--- src/rtl/core/assert_macros.svh ---
// ----------------------------------------------------------------------------
// Assertion macros
// Concurrent checks clocked on clk, disabled during reset.
// ----------------------------------------------------------------------------
`ifndef ASSERT_MACROS_SVH
`define ASSERT_MACROS_SVH

// same-cycle implication
`define OIK_ASSERT_IMPLY(label, ante, cons, msg) \
	label: assert property (@(posedge clk) disable iff (!arst_n) (ante) |-> (cons)) \
		else $error(msg);

// next-cycle implication
`define OIK_ASSERT_NEXT(label, ante, cons, msg) \
	label: assert property (@(posedge clk) disable iff (!arst_n) (ante) |=> (cons)) \
		else $error(msg);

`endif

--- src/rtl/core/oik_pkg.sv ---
// ----------------------------------------------------------------------------
// oik_pkg
// Shared widths, constants and bundle types of the omni inverse kinematics.
// ----------------------------------------------------------------------------
`timescale 1ns / 1ps

package oik_pkg;

	localparam int NUM_WHEELS = 3;
	localparam int COEF_W     = 33;
	localparam int LEN_W      = 31;
	localparam int QINT_W     = 26;
	localparam int FRAC_W     = 16;
	localparam int OM_W       = QINT_W + FRAC_W;
	localparam int RPM_W      = 32;

	localparam logic [16:0] SIN60_Q16       = 17'd56756;
	localparam logic [19:0] RPM_PER_RAD_Q16 = 20'd625823;
	localparam logic [31:0] POS_SAT         = 32'h7FFF_FFFF;
	localparam logic [31:0] NEG_SAT_MAG     = 32'h8000_0000;

	localparam logic [2:0] REG_MOUNT_SIN       = 3'd0;
	localparam logic [2:0] REG_MOUNT_COS       = 3'd1;
	localparam logic [2:0] REG_CENTER_DISTANCE = 3'd2;
	localparam logic [2:0] REG_WHEEL_RADIUS    = 3'd3;
	localparam logic [2:0] REG_RPM_LIMIT       = 3'd4;

	localparam logic signed [15:0] MOUNT_SIN_RST = 16'sd0;
	localparam logic signed [15:0] MOUNT_COS_RST = 16'sd16384;
	localparam logic [LEN_W-1:0]   DIST_RST      = 31'd65536;
	localparam logic [LEN_W-1:0]   RADIUS_RST    = 31'd65536;
	localparam logic [LEN_W-1:0]   LIMIT_RST     = 31'd19660800;

	typedef struct packed {
		logic [NUM_WHEELS-1:0][COEF_W-1:0] a;
		logic [NUM_WHEELS-1:0][COEF_W-1:0] b;
	} coef_set_t;

	typedef struct packed {
		coef_set_t        coef;
		logic [LEN_W-1:0] ctr_dist;
		logic [LEN_W-1:0] radius;
		logic [LEN_W-1:0] limit;
	} cfg_t;

	typedef struct packed {
		logic                  en;
		logic [NUM_WHEELS-1:0] neg;
		logic [NUM_WHEELS-1:0] zero;
		logic [NUM_WHEELS-1:0] sat;
	} front_side_t;

	typedef struct packed {
		logic                             lim;
		logic [NUM_WHEELS-1:0]            neg;
		logic [NUM_WHEELS-1:0][RPM_W-1:0] mg;
	} back_side_t;

endpackage

--- src/rtl/core/oik_cfg.sv ---
// ----------------------------------------------------------------------------
// oik_cfg
// APB register file; derives the wheel geometry rows from the mount angle.
// ----------------------------------------------------------------------------
`timescale 1ns / 1ps

module oik_cfg (
	input  logic                clk,
	input  logic                arst_n,
	input  logic                psel,
	input  logic                penable,
	input  logic                pwrite,
	input  logic [4:0]          paddr,
	input  logic [31:0]         pwdata,
	output logic [31:0]         prdata,
	output logic                pready,
	output oik_pkg::cfg_t       cfg
);

	function automatic oik_pkg::coef_set_t coef_rows(
		input logic signed [15:0] s,
		input logic signed [15:0] c
	);
		logic signed [32:0] s16;
		logic signed [32:0] c16;
		logic signed [32:0] sh;
		logic signed [32:0] ch;
		logic signed [32:0] ks;
		logic signed [32:0] kc;
		oik_pkg::coef_set_t r;
		s16 = $signed({s[15], s, 16'b0});
		c16 = $signed({c[15], c, 16'b0});
		sh  = $signed({{2{s[15]}}, s, 15'b0});
		ch  = $signed({{2{c[15]}}, c, 15'b0});
		ks  = $signed({1'b0, oik_pkg::SIN60_Q16}) * 33'(s);
		kc  = $signed({1'b0, oik_pkg::SIN60_Q16}) * 33'(c);
		r.a[0] = 33'(-s16);
		r.b[0] = c16;
		r.a[1] = 33'(sh - kc);
		r.b[1] = 33'(-(ch + ks));
		r.a[2] = 33'(kc + sh);
		r.b[2] = 33'(ks - ch);
		return r;
	endfunction

	logic signed [15:0]          mount_sin_q;
	logic signed [15:0]          mount_cos_q;
	logic [oik_pkg::LEN_W-1:0]   dist_q;
	logic [oik_pkg::LEN_W-1:0]   radius_q;
	logic [oik_pkg::LEN_W-1:0]   limit_q;
	oik_pkg::coef_set_t          coef_q;
	logic                        wr;

	assign wr     = psel && penable && pwrite;
	assign pready = 1'b1;

	always_ff @(posedge clk or negedge arst_n) begin
		if (!arst_n) begin
			mount_sin_q <= oik_pkg::MOUNT_SIN_RST;
			mount_cos_q <= oik_pkg::MOUNT_COS_RST;
			dist_q      <= oik_pkg::DIST_RST;
			radius_q    <= oik_pkg::RADIUS_RST;
			limit_q     <= oik_pkg::LIMIT_RST;
			coef_q      <= coef_rows(oik_pkg::MOUNT_SIN_RST, oik_pkg::MOUNT_COS_RST);
		end else begin
			if (wr) begin
				case (paddr[4:2])
					oik_pkg::REG_MOUNT_SIN: begin
						mount_sin_q <= pwdata[15:0];
						coef_q      <= coef_rows(pwdata[15:0], mount_cos_q);
					end
					oik_pkg::REG_MOUNT_COS: begin
						mount_cos_q <= pwdata[15:0];
						coef_q      <= coef_rows(mount_sin_q, pwdata[15:0]);
					end
					oik_pkg::REG_CENTER_DISTANCE: dist_q <= pwdata[30:0];
					oik_pkg::REG_WHEEL_RADIUS:    radius_q <= pwdata[30:0];
					oik_pkg::REG_RPM_LIMIT:       limit_q <= pwdata[30:0];
					default: ;
				endcase
			end
		end
	end

	always_comb begin
		case (paddr[4:2])
			oik_pkg::REG_MOUNT_SIN:       prdata = 32'(mount_sin_q);
			oik_pkg::REG_MOUNT_COS:       prdata = 32'(mount_cos_q);
			oik_pkg::REG_CENTER_DISTANCE: prdata = {1'b0, dist_q};
			oik_pkg::REG_WHEEL_RADIUS:    prdata = {1'b0, radius_q};
			oik_pkg::REG_RPM_LIMIT:       prdata = {1'b0, limit_q};
			default:                      prdata = '0;
		endcase
	end

	assign cfg.coef     = coef_q;
	assign cfg.ctr_dist = dist_q;
	assign cfg.radius   = radius_q;
	assign cfg.limit    = limit_q;

endmodule

--- config.mk ---
export PLATFORM = sky130hd
export DESIGN_NAME = oik_cfg
export DESIGN_NICKNAME = d
export VERILOG_FILES = /design/src/rtl/core/assert_macros.svh /design/src/rtl/core/oik_pkg.sv /design/src/rtl/core/oik_cfg.sv
export SDC_FILE = /design/constraint.sdc
export NUM_CORES = 2
export LEC_CHECK = 0
export BUFFER_PORTS_ARGS = -buffer_cell sky130_fd_sc_hd__clkbuf_2
export CAP_MARGIN = 20
export CORE_MARGIN = 2
export CORE_UTILIZATION = 44
export DETAILED_ROUTE_END_ITERATION = 7
export GPL_ROUTABILITY_DRIVEN = 0
export HOLD_SLACK_MARGIN = 0.15
export PLACE_DENSITY_LB_ADDON = 0.15
export SYNTH_ARGS = -nofsm -noshare
export SYNTH_HDL_FRONTEND = slang
export SYNTH_SLANG_ARGS = --single-unit
--- constraint.sdc ---
create_clock -name clk -period 8.2 [get_ports clk]
set_input_delay 0.41 -clock clk [delete_from_list [all_inputs] [get_ports clk]]
set_output_delay 0.41 -clock clk [all_outputs]
set_load 0.1 [all_outputs]
* Yosys cells after proc, flatten, opt, wreduce, memory -nomap -nowiden
Cells that the tools add are included.
** Storage, ports and cells
- Register bits :: 323
- Input bits :: 42
- Output and inout bits :: 324
- Word-level logic and storage cells :: 42
** Operators by class
- Add/subtract/negate cells :: 12
- Multiply operators :: 3
- Equal/unequal tests :: 4
- Multiplexer cells :: 2
- Reductions and logical operators :: 10
** Operators with widths (number)
- one-hot mux 198 bit (2 select lines) :: 1
- one-hot mux 32 bit (5 select lines) :: 1
- multiplier 15 x 16 -> 31 bit (first input constant) :: 3
- adder 31 x 33 -> 33 bit :: 2
- adder 33 x 31 -> 33 bit :: 2
- negator 32 -> 33 bit :: 2
- negator 33 bit :: 2
- subtractor 31 x 33 -> 33 bit :: 2
- subtractor 33 x 31 -> 33 bit :: 2
- AND reduction 2 bit :: 6
- == test 3 x 2 -> 1 bit (second input constant) :: 2
- == test 3 x 1 -> 1 bit (second input constant) :: 1
- == test 3 bit (second input constant) :: 1
- logical NOT 3 bit :: 1
- logical AND 1 bit :: 2
- nonzero test 2 bit :: 1

* Depth between registers and ports, before layout
- Depth in word-level cells :: 4
- Depth in mapped cells :: 36
- Mapped depth without buffers :: 35

* Worst setup path before layout
No wires, ideal clock.
- Kind :: register -> register
- Start :: register mount_sin_q[15]
- End :: register coef_q (netlist bit cfg[158])
- Setup time :: 0.072 ns
- Arrival :: 8.107 ns
- Data required time :: 8.128 ns
- Path slack :: 0.022 ns
- Cell stages (with the launch flop) :: 37
- Period minus slack after synthesis :: 8.178 ns
- Cell sequence :: dfrtp_1 buf_2 inv_1 ha_1 inv_1 fa_1 inv_1 fa_1 fa_1 fa_1 inv_1 fa_1 inv_1 ha_1 a21o_1 a21o_1 a21oi_1 o21ai_0 a21o_1 a31o_2 a21oi_1 xnor2_1 ha_1 inv_1 ha_1 clkbuf_1 a21o_1 a21o_1 a21oi_1 o21ai_0 a21o_1 a21oi_1 o22ai_1 a211oi_1 xnor2_1 nor2_1 o21ai_1
** Between the ends
- Word-level cells in the longest chain between the ends :: 4
** Ends and longest elaborated chain
- from (decl) :: line oik_cfg.sv:46 : logic signed [15:0] mount_sin_q;
- from (signal assigned) :: line oik_cfg.sv:59 : mount_sin_q <= oik_pkg::MOUNT_SIN_RST;
- from (signal assigned) :: line oik_cfg.sv:69 : mount_sin_q <= pwdata[15:0];
- multiplier 15 x 16 -> 31 bit :: line oik_cfg.sv:35 : ks = $signed({1'b0, oik_pkg::SIN60_Q16}) * 33'(s);
- adder 31 x 33 -> 33 bit :: line oik_cfg.sv:40 : r.b[1] = 33'(-(ch + ks));
- negator 33 bit :: line oik_cfg.sv:40
- one-hot mux 198 bit (2 select lines) :: line oik_cfg.sv:67 : case (paddr[4:2])
- to (signal assigned) :: line oik_cfg.sv:64 : coef_q <= coef_rows(oik_pkg::MOUNT_SIN_RST, oik_pkg::MOUNT_COS_RST);
- to (signal assigned) :: line oik_cfg.sv:70 : coef_q <= coef_rows(pwdata[15:0], mount_cos_q);
- to (signal assigned) :: line oik_cfg.sv:74 : coef_q <= coef_rows(mount_sin_q, pwdata[15:0]);
- to (decl) :: line oik_cfg.sv:51 : oik_pkg::coef_set_t coef_q;
Every way passes these cells. The select of a mux whose other input is x is not followed.
A chain may end at the register's enable or synchronous reset.

* Final worst setup path
- Start :: register mount_cos_q[9]
- End :: register coef_q (netlist bit cfg[286])
** Between the ends
- Word-level cells in the longest chain between the ends :: 3
** Ends and longest elaborated chain
- from (decl) :: line oik_cfg.sv:47 : logic signed [15:0] mount_cos_q;
- from (signal assigned) :: line oik_cfg.sv:60 : mount_cos_q <= oik_pkg::MOUNT_COS_RST;
- from (signal assigned) :: line oik_cfg.sv:73 : mount_cos_q <= pwdata[15:0];
- multiplier 15 x 16 -> 31 bit :: line oik_cfg.sv:36 : kc = $signed({1'b0, oik_pkg::SIN60_Q16}) * 33'(c);
- adder 33 x 31 -> 33 bit :: line oik_cfg.sv:41 : r.a[2] = 33'(kc + sh);
- one-hot mux 198 bit (2 select lines) :: line oik_cfg.sv:67
Every way passes these cells. The select of a mux whose other input is x is not followed.

==> summary.md <==
| Metric | Value |
|---|---|
| Yosys warns | 0 |
| Worst hold-check path type | in -> reg |
| Drt total wl | 133 mm |
| Layout cells sized above 1 | 18.1% |
| DP Wirelength | between 100 and 150 mm |
| Fillers | 8532 |
| Grt ovf | 0 |
| I/O pin cnt | roughly 370 |
| Top FF cell, synth | dfrtp_1 |
| Clock insertion delay at the later pin of the skew report | 0.61 ns |
| H-tree depth | 2 |
| Netlist cell types | 96 |
| CTS tree | built |
| Commonest cells after routing, fill and taps aside | inv_1, ha_1, fa_1, nand2_1, clkbuf_2 |
| Crit path DAT | about 8.4 ns |
| CTS Root Cell | clkbuf_16 |
| IO buf count | 321 |
| Placed Instances | between 6000 and 7000 |
| TritonCTS Sinks | 276 |
| Slew margin rel. | 23.1% |
| CP startpoint kind | flop |
| Status | finished clean |
| Die ar. | 91100 um^2 |
| Post-Syn Area | 39000 um^2 |
| Initial antenna violation count | 6 |
| Crit Path Max Fanout | 6 |
| RR Startpoint | mount_cos_q[9]$_DFFE_PN0P_ |
| Worst Tran Pin Value | 1.14 ns |
| Slew Limit Fails | 0 |
| Flop2flop setup slack | 0.35 ns |
| Clock Tree Buf Depth | 3 |
| Initial DRC Count | 2558 |
| Syn_area_per_cell | 8.78 um^2 |
| Sequential share of the synthesized area | 17.8% |
| Max Fclk | 127 MHz |
| Critical-path top delay cell | dfrtp_1 |
| Worst R2R Path Depth | 28 |
| Initial Util | about 44% |
| Vias in the first global route | 31500 |
| Total CTS buffers | 38 |
| Number of setup violations in the final report | 0 |
| Post-Syn Instances | 4446 |
| DR WL/cell | 21.6 um |
| First-pass GRT wire length | 197 mm |
| Worst path max stage delay | about 0.5 ns |
| Max Cap Viol | 0 |
| WHS | 0.297 ns |
| Critical path class | reg -> reg |
| Synth Register Bits | ~280 |
| Die Ht | 302 um |
| Tot GR Track Use | 28.9% |
| Final hold violation count | 0 |
| Pre-CTS setup slack | -0.0982 ns |
| Fraction of registers with async set/reset | between 90% and 100% |
| R2r endpoint | cfg[286]$_DFFE_PN1P_ |
| Final worst setup slack | 0.346 ns |
| Reg area | 6960 um^2 |
| Critical Path Start | mount_cos_q[9]$_DFFE_PN0P_ |
| Commonest non-fill, non-tap cell in the layout | inv_1 |
| Post-route ant nets | 0 |
| # rows | 109 |
| Clk pin slew, worst setup/hold paths | roughly 0.06 ns |
| Most common cell on crit path | fa_1 |
| Area of the multi-input gates | 28400 um^2 |
| Router iterations before antenna repair | 6 |
| Nets | between 5000 and 6000 |
| Core area | 88100 um^2 |
| Final Critical Period | 7.85 ns |
| Largest net degree at the start of global routing | 144 |
| Crit path capture type | flop |
| Final period util | 95.8% |
| Drt drc | 0 |
| Die X-Extent | 302 um |
| Via density | 5.34 |
| CP required | roughly 8.7 ns |
| Layout Skew | 0.0368 ns |
| Post-synth EDFFs | 0 |
| Final Util | between 50% and 60% |
| Non-filler instance count after layout | 6136 |
| P&R area growth vs syn | 15.9% |
| Worst Setup EP | cfg[286]$_DFFE_PN1P_ |
| Via Count | 32800 |
-- sequential cells by signal, indices dropped and copies added (netlist names) --
name,cells
radius_q,31
mount_cos_q,16
dist_q,31
mount_sin_q,16
limit_q,31
cfg,151
-- worst min-delay path by stage --
| stage | endpoint | cells past startpoint | slack (ns) | startpoint |
|---|---|---|---|---|
| 3_5_place_dp | cfg[158]$_DFFE_PN1P_ | 2 | 0.45 | cfg[158]$_DFFE_PN1P_ |
| 2_1_floorplan | cfg[111]$_DFFE_PN0P_ | 0 | 0.11 | arst_n |
| 3_3_place_gp | cfg[158]$_DFFE_PN1P_ | 2 | 0.45 | cfg[158]$_DFFE_PN1P_ |
| 5_1_grt | mount_cos_q[11]$_DFFE_PN0P_ | 4 | 0.28 | pwdata[11] |
| 6_report | mount_cos_q[11]$_DFFE_PN0P_ | 4 | 0.30 | pwdata[11] |
| 4_1_cts | mount_sin_q[13]$_DFFE_PN0P_ | 3 | 0.26 | pwdata[13] |
-- critical path: cells and delay by family (launching register included) --
| family | cells | cell delay, ns |
|---|---|---|
| buffers and inverters | 4 | 0.19 |
| adders and majority gates | 8 | 3.43 |
| DFF | 1 | 0.51 |
| and+or+nand+nor | 5 | 0.93 |
| xor gates and xnor gates | 2 | 0.45 |
| AOI/OAI and AO/OA | 9 | 2.23 |
-- metrics by stage --
step / setup TNS (ns) / cell area (um^2)
6_report: 0 / 45200
3_5_place_dp: -0.0982 / 43400
2_1_floorplan: 0 / 39200
3_3_place_gp: -0.0659 / 43400
4_1_cts: 0 / 45000
5_1_grt: -0.0474 / 45200
-- layer usage --
layer | up-vias | wire length [um] | GRT usage, %
met3 | 202 | 9550 | 4.56
met5 | - | 13 | 0
met2 | 1095 | 58900 | 45.1
met4 | 2 | 4620 | 8.89
met1 | 16000 | 59700 | 41.2
li1 | 15500 | - | -
-- cell type report --
cell class	count	share of cell area, %
diodes	2	0.0111
clock buffers	47	2.33
clock inverters	22	0.772
inverters	859	7.13
multi-input cells	3162	62.7
flip-flops and latches	276	15.4
well taps	1165	3.22
repair buffers	603	8.45
-- synth_stat cells, types with 33 or more instances --
master / n / area (um^2)
dfrtp_1: 242 / 6060
clkbuf_1: 130 / 488
nand2_1: 350 / 1310
a21o_1: 91 / 683
nor2_1: 239 / 897
nor2b_1: 33 / 206
nor3_1: 41 / 205
fa_1: 363 / 7270
xnor2_1: 211 / 1850
nand3_1: 43 / 215
a22oi_1: 37 / 278
o21bai_1: 55 / 413
o21ai_0: 247 / 1240
buf_4: 48 / 360
a31oi_1: 58 / 363
inv_1: 857 / 3220
mux2_2: 108 / 1220
dfstp_2: 34 / 893
xor2_1: 78 / 683
ha_1: 552 / 6910
a21oi_1: 237 / 1190
-- logic make-up (layout without fill, tap and decap cells) --
family,Yosys count,in the layout,share of synthesized area [%]
other,2,43,0.0192
and+or+nand+nor,855,855,9.86
xor gates and xnor gates,292,292,6.67
DFF,276,276,17.8
adders and majority gates,915,915,36.3
buffers and inverters,1047,1531,10.5
AOI/OAI and AO/OA,940,940,15.4
muxes,119,119,3.40
-- repair_timing --
item                       4_1_cts  5_1_grt
setup endpoints to repair        0       22
hold buffers                    16        0
gates resized for setup          0       47
hold endpoints to repair       124        0
setup buffers                    0        2
Power is not shown: default switching activity piles up to over one toggle a cycle in this logic, so the estimate is an artifact.
